==> src/rtl/pps_pkg.sv <==
// ----------------------------------------------------------------------------
// pps_pkg
// Shared types, constants and helpers for the priority process scheduler.
// ----------------------------------------------------------------------------
package pps_pkg;

  localparam int MAX_PROCESS = 31;
  localparam int PID_W       = 5;
  localparam int NSLOT       = 32;
  localparam int PRI_W       = 32;
  localparam int QUANT_W     = 16;
  localparam logic [QUANT_W-1:0] QUANTUM_RESET = 16'd10;

  typedef enum logic [2:0] {
    REQ_CLOCK  = 3'd0,
    REQ_SLEEP  = 3'd1,
    REQ_DEPART = 3'd2,
    REQ_WAKE   = 3'd3,
    REQ_KILL   = 3'd4,
    REQ_ARRIVE = 3'd5
  } req_t;

  typedef enum logic [2:0] {
    CODE_OK          = 3'd0,
    CODE_BAD_PID     = 3'd1,
    CODE_PID_IN_USE  = 3'd2,
    CODE_NOT_FOUND   = 3'd3,
    CODE_NOT_BLOCKED = 3'd4,
    CODE_NO_RUNNING  = 3'd5
  } code_t;

  typedef enum logic [1:0] {
    ST_UNUSED  = 2'd0,
    ST_RUNNING = 2'd1,
    ST_BLOCKED = 2'd2,
    ST_READY   = 2'd3
  } pstat_t;

  typedef enum logic [3:0] {
    S_IDLE,
    S_DECODE,
    S_RESCHED,
    S_PICK,
    S_SCAN,
    S_TAKE,
    S_FIND,
    S_RESP
  } state_t;

  typedef struct packed {
    logic  load;
    logic  clk_add;
    logic  sleep_blk;
    logic  stop_run;
    logic  push_pid;
    logic  push_wr;
    logic  push_run;
    logic  scan_init;
    logic  scan_step;
    logic  take;
    logic  clear_run;
    logic  kill_unused;
    logic  find_step;
    logic  set_code;
    code_t code;
  } cmd_t;

  typedef struct packed {
    logic [2:0] req;
    logic       pid_ok;
    pstat_t     pid_st;
    logic       run_valid;
    logic       count_zero;
    logic       scan_done;
    logic       find_hit;
    logic       find_end;
  } sts_t;

  function automatic logic signed [PRI_W-1:0] sat_add(
    input logic signed [PRI_W-1:0] a,
    input logic signed [PRI_W-1:0] b
  );
    logic signed [PRI_W:0] s;
    s = {a[PRI_W-1], a} + {b[PRI_W-1], b};
    if (s[PRI_W] != s[PRI_W-1]) begin
      sat_add = s[PRI_W] ? {1'b1, {(PRI_W-1){1'b0}}} : {1'b0, {(PRI_W-1){1'b1}}};
    end else begin
      sat_add = s[PRI_W-1:0];
    end
  endfunction

endpackage

==> src/rtl/pps_ctrl.sv <==
// ----------------------------------------------------------------------------
// pps_ctrl
// Event sequencer: decodes a request and steps the datapath through
// reschedule, minimum scan, list search and result hand-off.
// ----------------------------------------------------------------------------
module pps_ctrl
  import pps_pkg::*;
(
  input  logic clk,
  input  logic rst,
  input  logic in_valid,
  output logic in_ready,
  output logic out_valid,
  input  logic out_ready,
  input  sts_t sts,
  output cmd_t cmd
);

  state_t state, state_next;

  always_ff @(posedge clk) begin
    if (rst) begin
      state <= S_IDLE;
    end else begin
      state <= state_next;
    end
  end

  logic pid_req;
  assign pid_req = (sts.req == REQ_WAKE) || (sts.req == REQ_KILL) || (sts.req == REQ_ARRIVE);

  always_comb begin
    state_next = state;
    case (state)
      S_IDLE: begin
        if (in_valid) state_next = S_DECODE;
      end
      S_DECODE: begin
        state_next = S_RESP;
        if (!(pid_req && !sts.pid_ok)) begin
          case (sts.req)
            REQ_CLOCK:  if (sts.run_valid) state_next = S_RESCHED;
            REQ_SLEEP:  if (sts.run_valid) state_next = S_PICK;
            REQ_DEPART: if (sts.run_valid) state_next = S_PICK;
            REQ_WAKE:   if (sts.pid_st == ST_BLOCKED) state_next = S_RESCHED;
            REQ_KILL: begin
              if (sts.pid_st == ST_RUNNING) state_next = S_PICK;
              else if (sts.pid_st == ST_READY) state_next = S_FIND;
            end
            REQ_ARRIVE: if (sts.pid_st == ST_UNUSED) state_next = S_RESCHED;
            default: state_next = S_RESP;
          endcase
        end
      end
      S_RESCHED: state_next = S_PICK;
      S_PICK:    state_next = sts.count_zero ? S_RESP : S_SCAN;
      S_SCAN:    if (sts.scan_done) state_next = S_TAKE;
      S_TAKE:    state_next = S_RESP;
      S_FIND:    if (sts.find_hit || sts.find_end) state_next = S_RESP;
      S_RESP:    if (out_ready) state_next = S_IDLE;
      default:   state_next = S_IDLE;
    endcase
  end

  always_comb begin
    cmd = '0;
    cmd.code = CODE_OK;
    case (state)
      S_IDLE: cmd.load = in_valid;
      S_DECODE: begin
        cmd.set_code = 1'b1;
        if (pid_req && !sts.pid_ok) begin
          cmd.code = CODE_BAD_PID;
        end else begin
          case (sts.req)
            REQ_CLOCK: cmd.clk_add = sts.run_valid;
            REQ_SLEEP: begin
              cmd.sleep_blk = sts.run_valid;
              if (!sts.run_valid) cmd.code = CODE_NO_RUNNING;
            end
            REQ_DEPART: begin
              cmd.stop_run = sts.run_valid;
              if (!sts.run_valid) cmd.code = CODE_NO_RUNNING;
            end
            REQ_WAKE: begin
              cmd.push_pid = (sts.pid_st == ST_BLOCKED);
              if (sts.pid_st != ST_BLOCKED) cmd.code = CODE_NOT_BLOCKED;
            end
            REQ_KILL: begin
              cmd.stop_run    = (sts.pid_st == ST_RUNNING);
              cmd.kill_unused = (sts.pid_st == ST_READY) || (sts.pid_st == ST_BLOCKED);
              cmd.scan_init   = (sts.pid_st == ST_READY);
              if (sts.pid_st == ST_UNUSED) cmd.code = CODE_NOT_FOUND;
            end
            REQ_ARRIVE: begin
              cmd.push_pid = (sts.pid_st == ST_UNUSED);
              cmd.push_wr  = (sts.pid_st == ST_UNUSED);
              if (sts.pid_st != ST_UNUSED) cmd.code = CODE_PID_IN_USE;
            end
            default: cmd.code = CODE_OK;
          endcase
        end
      end
      S_RESCHED: cmd.push_run = 1'b1;
      S_PICK: begin
        cmd.clear_run = sts.count_zero;
        cmd.scan_init = !sts.count_zero;
      end
      S_SCAN:  cmd.scan_step = 1'b1;
      S_TAKE:  cmd.take = 1'b1;
      S_FIND:  cmd.find_step = 1'b1;
      default: cmd.load = 1'b0;
    endcase
  end

  assign in_ready  = (state == S_IDLE);
  assign out_valid = (state == S_RESP);

endmodule

==> src/rtl/pps_datapath.sv <==
// ----------------------------------------------------------------------------
// pps_datapath
// Process table, ordered ready list, priority memory, running process and
// the minimum-priority scan.
// ----------------------------------------------------------------------------
module pps_datapath
  import pps_pkg::*;
(
  input  logic                     clk,
  input  logic                     rst,
  input  logic                     cfg_wr_en,
  input  logic [QUANT_W-1:0]       cfg_wr_data,
  input  logic [2:0]               req_type,
  input  logic [5:0]               pid,
  input  logic signed [PRI_W-1:0]  priority_req,
  input  cmd_t                     cmd,
  output sts_t                     sts,
  output code_t                    code,
  output logic                     run_valid,
  output logic [PID_W-1:0]         run_pid,
  output logic signed [PRI_W-1:0]  run_pri
);

  logic [QUANT_W-1:0]       quantum;
  logic [2:0]               req_r;
  logic [5:0]               pid_r;
  logic signed [PRI_W-1:0]  preq_r;

  pstat_t                   pstat [NSLOT];
  logic signed [PRI_W-1:0]  pri_mem [NSLOT];
  logic [PID_W-1:0]         order [MAX_PROCESS];
  logic [PID_W-1:0]         count;

  logic [PID_W-1:0]         scan_idx;
  logic [PID_W-1:0]         cmp_idx;
  logic [PID_W-1:0]         cmp_pid;
  logic                     cmp_vld;
  logic signed [PRI_W-1:0]  rd_data;
  logic [PID_W-1:0]         best_idx;
  logic [PID_W-1:0]         best_pid;
  logic signed [PRI_W-1:0]  best_pri;

  logic                     scan_live;
  logic [PID_W-1:0]         order_rd;
  logic                     do_push;
  logic [PID_W-1:0]         push_val;
  logic                     do_remove;
  logic [PID_W-1:0]         rm_idx;
  logic                     st_we;
  logic [PID_W-1:0]         st_addr;
  pstat_t                   st_val;
  logic                     mem_we;
  logic [PID_W-1:0]         mem_addr;
  logic signed [PRI_W-1:0]  mem_wdata;

  always_ff @(posedge clk) begin
    if (rst) begin
      quantum <= QUANTUM_RESET;
    end else if (cfg_wr_en) begin
      quantum <= cfg_wr_data;
    end
  end

  always_ff @(posedge clk) begin
    if (cmd.load) begin
      req_r  <= req_type;
      pid_r  <= pid;
      preq_r <= priority_req;
    end
    if (cmd.set_code) code <= cmd.code;
  end

  // single indexed read of the ready list, shared by scan and search
  assign scan_live = (scan_idx < count);
  assign order_rd  = scan_live ? order[scan_idx] : '0;

  assign do_push   = cmd.push_pid || (cmd.push_run && run_valid);
  assign push_val  = cmd.push_pid ? pid_r[PID_W-1:0] : run_pid;
  assign do_remove = cmd.take || (cmd.find_step && sts.find_hit);
  assign rm_idx    = cmd.take ? best_idx : scan_idx;

  always_comb begin
    st_we   = 1'b1;
    st_addr = run_pid;
    st_val  = ST_UNUSED;
    if (cmd.sleep_blk) begin
      st_val = ST_BLOCKED;
    end else if (cmd.stop_run) begin
      st_val = ST_UNUSED;
    end else if (cmd.push_pid) begin
      st_addr = pid_r[PID_W-1:0];
      st_val  = ST_READY;
    end else if (cmd.push_run) begin
      st_we  = run_valid;
      st_val = ST_READY;
    end else if (cmd.kill_unused) begin
      st_addr = pid_r[PID_W-1:0];
      st_val  = ST_UNUSED;
    end else if (cmd.take) begin
      st_addr = best_pid;
      st_val  = ST_RUNNING;
    end else begin
      st_we = 1'b0;
    end
  end

  always_comb begin
    mem_we    = 1'b0;
    mem_addr  = run_pid;
    mem_wdata = run_pri;
    if (cmd.sleep_blk) begin
      mem_we    = 1'b1;
      mem_wdata = sat_add(run_pri, preq_r);
    end else if (cmd.push_pid && cmd.push_wr) begin
      mem_we    = 1'b1;
      mem_addr  = pid_r[PID_W-1:0];
      mem_wdata = preq_r;
    end else if (cmd.push_run) begin
      mem_we = run_valid;
    end
  end

  always_ff @(posedge clk) begin
    if (rst) begin
      for (int i = 0; i < NSLOT; i++) pstat[i] <= ST_UNUSED;
    end else if (st_we) begin
      pstat[st_addr] <= st_val;
    end
  end

  always_ff @(posedge clk) begin
    if (mem_we) pri_mem[mem_addr] <= mem_wdata;
    rd_data <= pri_mem[order_rd];
  end

  always_ff @(posedge clk) begin
    if (do_push) begin
      for (int i = MAX_PROCESS - 1; i > 0; i--) order[i] <= order[i-1];
      order[0] <= push_val;
    end else if (do_remove) begin
      for (int i = 0; i < MAX_PROCESS - 1; i++) begin
        if (PID_W'(i) >= rm_idx) order[i] <= order[i+1];
      end
    end
  end

  always_ff @(posedge clk) begin
    if (rst) begin
      count <= '0;
    end else if (do_push) begin
      count <= count + 1'b1;
    end else if (do_remove) begin
      count <= count - 1'b1;
    end
  end

  always_ff @(posedge clk) begin
    if (rst) begin
      cmp_vld  <= 1'b0;
      scan_idx <= '0;
    end else if (cmd.scan_init) begin
      cmp_vld  <= 1'b0;
      scan_idx <= '0;
    end else if (cmd.scan_step) begin
      cmp_vld <= scan_live;
      if (scan_live) scan_idx <= scan_idx + 1'b1;
    end else if (cmd.find_step && !sts.find_hit && scan_live) begin
      scan_idx <= scan_idx + 1'b1;
    end else begin
      cmp_vld <= 1'b0;
    end
  end

  always_ff @(posedge clk) begin
    if (cmd.scan_step) begin
      cmp_idx <= scan_idx;
      cmp_pid <= order_rd;
    end
    // strict less-than keeps the entry nearest the front on a tie
    if (cmp_vld && ((cmp_idx == '0) || (rd_data < best_pri))) begin
      best_pri <= rd_data;
      best_idx <= cmp_idx;
      best_pid <= cmp_pid;
    end
  end

  always_ff @(posedge clk) begin
    if (rst) begin
      run_valid <= 1'b0;
      run_pid   <= '0;
      run_pri   <= '0;
    end else if (cmd.clk_add) begin
      run_pri <= sat_add(run_pri, PRI_W'(quantum));
    end else if (cmd.sleep_blk || cmd.stop_run || (cmd.push_run && run_valid)) begin
      run_valid <= 1'b0;
    end else if (cmd.take) begin
      run_valid <= 1'b1;
      run_pid   <= best_pid;
      run_pri   <= best_pri;
    end else if (cmd.clear_run) begin
      run_valid <= 1'b0;
      run_pid   <= '0;
      run_pri   <= '0;
    end
  end

  always_comb begin
    sts.req        = req_r;
    sts.pid_ok     = (pid_r != '0) && (pid_r <= 6'(MAX_PROCESS));
    sts.pid_st     = pstat[pid_r[PID_W-1:0]];
    sts.run_valid  = run_valid;
    sts.count_zero = (count == '0);
    sts.scan_done  = cmp_vld && (cmp_idx == count - 1'b1);
    sts.find_hit   = scan_live && (order_rd == pid_r[PID_W-1:0]);
    sts.find_end   = !scan_live;
  end

  a_count_range: assert property (@(posedge clk) disable iff (rst)
    count <= PID_W'(MAX_PROCESS))
    else $error("ready list overfull");

  a_take_runs: assert property (@(posedge clk) disable iff (rst)
    cmd.take |=> run_valid && (pstat[run_pid] == ST_RUNNING))
    else $error("picked process not running");

  a_push_grows: assert property (@(posedge clk) disable iff (rst)
    cmd.push_pid |=> count == $past(count) + 1'b1)
    else $error("push did not grow the ready list");

endmodule

==> src/rtl/priority_process_scheduler.sv <==
// ----------------------------------------------------------------------------
// priority_process_scheduler
// Process scheduler with per-pid state, an ordered ready list and a
// least-priority pick on every reschedule.
// ----------------------------------------------------------------------------
// Sequence: a taken event is decoded, and its response word follows when no pick is
//   needed; else reschedule, pick, a scan of the ready entries, one priority read
//   per entry, and take (sleep and depart skip reschedule); kill of a ready pid
//   searches the list instead.
// Throughput: one event at a time, the next taken the cycle after the word leaves.
// Reset: synchronous; all pids unused, empty ready list, nothing running, quantum 10.
module priority_process_scheduler
  import pps_pkg::*;
(
  input  logic                    clk,
  input  logic                    rst,
  input  logic                    cfg_wr_en,
  input  logic [QUANT_W-1:0]      cfg_wr_data,
  input  logic                    in_valid,
  output logic                    in_ready,
  input  logic [2:0]              req_type,
  input  logic [5:0]              pid,
  input  logic signed [PRI_W-1:0] priority_req,
  output logic                    out_valid,
  input  logic                    out_ready,
  output logic [2:0]              status_code,
  output logic                    running_valid,
  output logic [PID_W-1:0]        running_pid,
  output logic signed [PRI_W-1:0] running_pri
);

  cmd_t                    cmd;
  sts_t                    sts;
  code_t                   code;
  logic                    run_valid;
  logic [PID_W-1:0]        run_pid;
  logic signed [PRI_W-1:0] run_pri;

  pps_ctrl u_ctrl (
    .clk       (clk),
    .rst       (rst),
    .in_valid  (in_valid),
    .in_ready  (in_ready),
    .out_valid (out_valid),
    .out_ready (out_ready),
    .sts       (sts),
    .cmd       (cmd)
  );

  pps_datapath u_dp (
    .clk          (clk),
    .rst          (rst),
    .cfg_wr_en    (cfg_wr_en),
    .cfg_wr_data  (cfg_wr_data),
    .req_type     (req_type),
    .pid          (pid),
    .priority_req (priority_req),
    .cmd          (cmd),
    .sts          (sts),
    .code         (code),
    .run_valid    (run_valid),
    .run_pid      (run_pid),
    .run_pri      (run_pri)
  );

  assign status_code   = code;
  assign running_valid = run_valid;
  assign running_pid   = run_valid ? run_pid : '0;
  assign running_pri   = run_valid ? run_pri : '0;

endmodule

==> config.mk <==
export PLATFORM = sky130hd
export DESIGN_NAME = priority_process_scheduler
export DESIGN_NICKNAME = d
export VERILOG_FILES = /design/src/rtl/pps_pkg.sv /design/src/rtl/pps_ctrl.sv /design/src/rtl/pps_datapath.sv /design/src/rtl/priority_process_scheduler.sv
export SDC_FILE = /design/constraint.sdc
export NUM_CORES = 2
export LEC_CHECK = 0
export ABC_AREA = 1
export BUFFER_PORTS_ARGS = -buffer_cell sky130_fd_sc_hd__buf_2
export CAP_MARGIN = 20
export CORE_MARGIN = 2
export CORE_UTILIZATION = 50
export DETAILED_ROUTE_END_ITERATION = 8
export PLACE_DENSITY = 0.71
export SYNTH_ARGS = -nofsm -noshare
export SYNTH_HDL_FRONTEND = slang
export SYNTH_HIERARCHICAL = 1
export SYNTH_SLANG_ARGS = --single-unit
==> constraint.sdc <==
create_clock -name clk -period 6.15 [get_ports clk]
set_input_delay 1.23 -clock clk [delete_from_list [all_inputs] [get_ports clk]]
set_output_delay 1.23 -clock clk [all_outputs]
set_load 0.005 [all_outputs]
Yosys cells after proc, flatten, opt, wreduce, memory -nomap -nowiden

Memories as Yosys holds them, arrays and structs flattened. A register that Yosys moved wholly into a read port is not among the register bits.
Cells that the tools add are included.

Register bits after elaboration: 165
RAM bits: 1243
Input bits: 62
Output and inout port bits: 43
Word-level logic and storage cells: 418
Memories: 3

Memory list:

| memory       | depth | bits a word | read ports | clocked after memory_dff | write ports | RTL line           | text |
|---|---|---|---|---|---|---|---|
| u_dp.pri_mem | 32    | 32          | 1          | 1                        | 1           | pps_datapath.sv:30 | `logic signed [PRI_W-1:0] pri_mem [NSLOT];` |
| u_dp.order   | 31    | 5           | 32         | 1                        | 31          | pps_datapath.sv:31 | `logic [PID_W-1:0] order [MAX_PROCESS];` |
| u_dp.pstat   | 32    | 2           | 1          | 1                        | 32          | pps_datapath.sv:29 | `pstat_t pstat [NSLOT];` |

Add/sub/neg operators: 5
$lt $le $gt $ge: 33
Equality and inequality tests: 27
Multiplexer cells: 255
Bitwise operators: 33
Reduce and logical (&&, ||, !) cells: 44

Operators by type and width:

| operator              | count |
|---|---|
| $mux W32              | 11 |
| $mux W5               | 55 |
| $mux W1               | 160 |
| $ge A5 B5 Y1 const A  | 14 |
| $ge A4 B5 Y1 const A  | 8 |
| $add A32 B17 Y33      | 1 |
| $add A32 B32 Y33      | 1 |
| $lt A32 B32 Y1        | 1 |
| $pmux W4 S8           | 1 |
| $or A1 B1 Y1          | 30 |
| $mux W4               | 7 |
| $mux W3               | 7 |
| $ge A3 B5 Y1 const A  | 4 |
| $pmux W4 S5           | 1 |
| $mux W2               | 9 |
| $eq A4 B3 Y1 const B  | 4 |
| $pmux W3 S4           | 1 |
| $add A5 B1 Y5 const B | 2 |
| $eq A5 B5 Y1          | 2 |
| $ge A1 B5 Y1 const A  | 2 |
| $ge A2 B5 Y1 const A  | 2 |
| $logic_and A1 B1 Y1   | 10 |
| $logic_not A5 Y1      | 2 |
| $ne A2 B2 Y1 const B  | 5 |
| other kinds (26)      | 57 |

Depth between registers and ports, before layout

Word-level depth: 16
Mapped depth: 22
Gate-level depth less buffers: 20

Cells and area by module

Netlist, hierarchy kept.

Modules (own cells, without submodules):

| module                     | instances | cells each | area an instance (um2) | seq. area each (um2) |
|---|---|---|---|---|
| pps_datapath               | 1         | 6341       | 65646.7                | 42350.6 |
| pps_ctrl                   | 1         | 107        | 546.8                  | 60.1 |
| priority_process_scheduler | 1         | 78         | 322.8                  | 0.0 |

Worst setup path before layout

OpenSTA, ideal clock, no wires.

Path type: reg2reg
Start: register (tool-made name)
End: memory u_dp.pri_mem[0][0] (enable)
Library setup time: 0.421 ns
Data arrival time: 4.351 ns
Required time: 5.729 ns
Path slack: 1.378 ns
Stages on the path, launching flop included: 20
Buffers on the path: 3
Period minus slack after synthesis: 4.772 ns
Cell sequence: dfxtp_1 > inv_1 > clkbuf_1 > o21ai_0 > o221ai_1 > a31oi_1 > a32oi_1 > inv_1 > nand4_1 > a21oi_1 > clkbuf_1 > nand2_1 > nor2_1 > clkbuf_1 > nand2_1 > o21ai_0 > inv_1 > nor2_1 > nand2_1 > nor2_1

RTL lines:

| what          | RTL line |
|---|---|
| end, declared | pps_datapath.sv:30 |

==> results by group <==
Layout
  • Post-route insts no fill: 8,460
  • N_diodes: 0
  • Fin nets: 6,726
  • Area grow syn2layout: 11.7%
  • FF/Latch Area: about 0.042 mm^2
  • # fillers: about 11,000
  • Multi-input gate area: about 0.021 mm^2
  • Design Area, Final: ~0.074 mm^2
  • Layout cell share with drive strength beyond 1: under 10%
  • Finished Core Util: between 50% and 60%

Detailed routing
  • DR vias/cell: 5.87
  • WL per Instance: around 22 um
  • Iteration-0 DRC Markers: 7,137
  • Final wirelength: between 150,000 and 200,000 um
  • First drt pass iteration count: 8
  • ANT nets after route: 0
  • Vias post-DR: roughly 50,000
  • DRC: 0

Yosys
  • Async S/R FF share, synth: 0%
  • Mapped Cells: roughly 6,500
  • Flops & latches, synth: 1,449
  • Yosys warning count: 6
  • Number of distinct library cells after synthesis: 57
  • Largest cells by area after synthesis: edfxtp_1 60%, nand2_1 8.3%, nand3_1 4.9%, nor2_1 4.2%, o21ai_0 3.4%
  • Post-synth EDFFs: between 1,000 and 1,500
  • Post-Syn Area per Cell: 10.2 um^2
  • Area leader, netlist: edfxtp_1
  • Cell area after synthesis: 0.0665 mm^2
  • Post-synthesis sequential area ratio: between 60% and 70%
  • Post-Syn Nets: 6,677
  • Primary FF master, synth: edfxtp_1
  • Synth top area share: 60.4%

Floorplanning
  • Core area: about 0.13 mm^2
  • Cell Rows: 133
  • IO Pins: about 110
  • Initial Util: 50.5%
  • Die H: 369 um
  • Die Wd: roughly 370 um
  • Die area: ~0.14 mm^2

Critical path
  • Crit. End Element: register
  • Crit Path Category: register to register
  • Crit Path Max Fanout: around 80
  • Worst-case reg-to-reg path depth: 18
  • Critical Path Start Type: register
  • CP arrival: about 5.4 ns
  • Worst path required time: around 6.7 ns

Placed design
  • Port Buffers: approximately 100
  • Placed Instance Area: 0.0693 mm^2
  • Post-DP HPWL: between 100,000 and 150,000 um
  • Routability congestion estimate: ~0.96
  • Cells after DPL: around 8,200

Clocking
  • Setup Buffers After CTS: 0
  • Clock transition at path regs: 0.06 ns
  • Clock buffer depth: 3
  • Post-CTS Hold Fix Bufs: 0
  • Clock sink total: around 1,400
  • H-Tree Depth: 4
  • Num CTS Buffers: between 150 and 200
  • CTS tree: done
  • Clock Latency Late Sink: just over 0.8 ns
  • Clk root buf: clkbuf_16
  • Post-CTS sizing: 0

Worst hold path
  • Hold Crit Class: register to register
  • Hold depth: 0

Status
  • Outcome: finished, final reports clean

GRT
  • GRT Util Overall: 26.9%
  • Pin count of the biggest net entering global routing: 170
  • Initial antenna violation count: 10
  • Number of global-route vias before repair: around 46,000
  • First-pass GRT wire length: 280,000 um
  • Congestion Overflow GR: 0

Timing
  • Slew Viols, Final: 0
  • Setup TNS Final: 0 ns
  • Final period util: about four fifths
  • Setup violations, final: 0
  • Hold Fails Final Rpt: 0
  • Least-Margin Pin Slew: just over 1 ns
  • Max-slew headroom: a little under a third
  • Min cycle time layout: 4.89 ns
  • RSZ-0062 raised after global routing: no
  • Worst Skew: 0.0464 ns
  • Fmax: a little over 200 MHz

Pwr
  • Leakage: approximately 0.029 uW
  • Worst VDD drop: 0.345 mV
  • Power Density: 421 mW/mm^2

Job
  • Max-cap violations: 0
worst paths after layout:
| path | slack [ns] | start | endpoint |
|---|---|---|---|
| setup reg to reg | 1.26 | register | u_dp/order[2][3] |
| hold / removal | 0.42 | u_dp/cmp_pid[3] | u_dp/best_pid[3] |
| setup / recovery | 1.26 | register | u_dp/order[2][3] |
| hold reg to reg | 0.42 | u_dp/cmp_pid[3] | u_dp/best_pid[3] |
per-layer routing:
layer	vias up	global-route usage (%)	part of all wire, %
met5	-	0	0.0070
met4	2	8.30	2.8
met3	360	5.22	10
met2	2612	42.0	46
met1	23800	38.2	41
li1	22900	-	-
sequential cells by signal, summed over array words and instances (netlist names), named ones only:
signal,cells
u_dp/code,3
u_dp/pri_mem,1024
u_dp/preq_r,32
u_dp/cmp_pid,5
u_dp/run_pid,5
u_dp/cmp_vld,1
u_dp/cmp_idx,5
u_ctrl/state,3
u_dp/scan_idx,5
u_dp/run_valid,1
u_dp/order,155
u_dp/quantum,16
u_dp/req_r,3
u_dp/pstat,64
u_dp/count,5
u_dp/best_idx,5
u_dp/run_pri,32
u_dp/best_pri,32
u_dp/pid_r,6
u_dp/best_pid,5
u_dp/rd_data,32
metrics by stage:
stage               hold slack, ns  setup slack [ns]  total power, uW
global placement             0.403              1.45            21800
finish                       0.422              1.26            31300
CTS                          0.406              1.35            31200
global route                 0.427             0.794            32700
detailed placement           0.405              1.32            22000
floorplan                    0.400              1.38            18600
cell families (layout without fill, tap and decap cells):
logic type / Yosys count / after routing / synth area share (%)
AND/OR/NAND/NOR: 3214 / 3214 / 20.8
XOR/XNOR: 58 / 58 / 0.764
AO/OA/AOI/OAI: 893 / 893 / 7.93
multiplexers: 1 / 1 / 0.0150
flip-flops: 1449 / 1449 / 63.8
buffers and inverters: 822 / 1001 / 5.06
adder cells (fa/ha/maj): 89 / 89 / 1.70
Yosys cell counts (all sizes together) (43+ instances only):
master,n
nand2,1467
edfxtp,1339
nor2,752
nand3,657
o21ai,467
inv,464
clkbuf,201
o211ai,198
nand4,173
buf,156
dfxtp,110
a21oi,107
or2,104
ha,87
xor2,43
where the power goes:
| group | switching (uW) | total, uW | internal (uW) |
|---|---|---|---|
| clock network | 3950 | 9200 | 5250 |
| registers | 469 | 11900 | 11500 |
| logic | 7390 | 10200 | 2770 |
| total | 11800 | 31300 | 19500 |
worst max-delay path: stages, from the launching register on:
cell,delay [ns]
dfxtp_1,0.29
buf_4,0.27
inv_2,0.62
nand3_1,0.15
nand3_1,0.12
nand3_1,0.12
nand2_1,0.11
nand2_1,0.09
nand3_4,0.36
inv_4,0.27
nand2_1,0.19
nand2_1,0.08
nor2_1,0.22
nand3_4,0.16
nand2_4,0.64
buf_4,0.47
nand3_1,0.24
nand2_1,0.14
nand2_1,0.06
area by class of cell:
| type | instances | share of cell area [%] |
|---|---|---|
| clock buffer | 198 | 5.50 |
| clock inverter | 86 | 1.26 |
| inverter | 465 | 2.37 |
| multi-input combinational | 4255 | 28.3 |
| sequential | 1449 | 57.1 |
| tap | 1755 | 2.95 |
| timing repair buffer | 252 | 2.51 |
cells in the final DEF (no fill, tap or decap), drive strengths merged, types with 4 or more instances in the layout:
| master | synthesis | routed |
|---|---|---|
| a211oi | 4 | 4 |
| a21o | 9 | 9 |
| a21oi | 107 | 107 |
| a22oi | 32 | 32 |
| a31oi | 15 | 15 |
| buf | 156 | 252 |
| bufinv | 0 | 12 |
| clkbuf | 201 | 198 |
| clkinv | 1 | 66 |
| clkinvlp | 0 | 4 |
| dfxtp | 110 | 110 |
| edfxtp | 1339 | 1339 |
| ha | 87 | 87 |
| inv | 464 | 469 |
| nand2 | 1467 | 1467 |
| nand3 | 657 | 657 |
| nand3b | 28 | 28 |
| nand4 | 173 | 173 |
| nor2 | 752 | 752 |
| nor3 | 26 | 26 |
| nor4 | 5 | 5 |
| o211ai | 198 | 198 |
| o21a | 4 | 4 |
| o21ai | 467 | 467 |
| o21bai | 9 | 9 |
| o221ai | 17 | 17 |
| o22ai | 15 | 15 |
| or2 | 104 | 104 |
| xnor2 | 15 | 15 |
| xor2 | 43 | 43 |
Power figures use the tool's default switching activity.
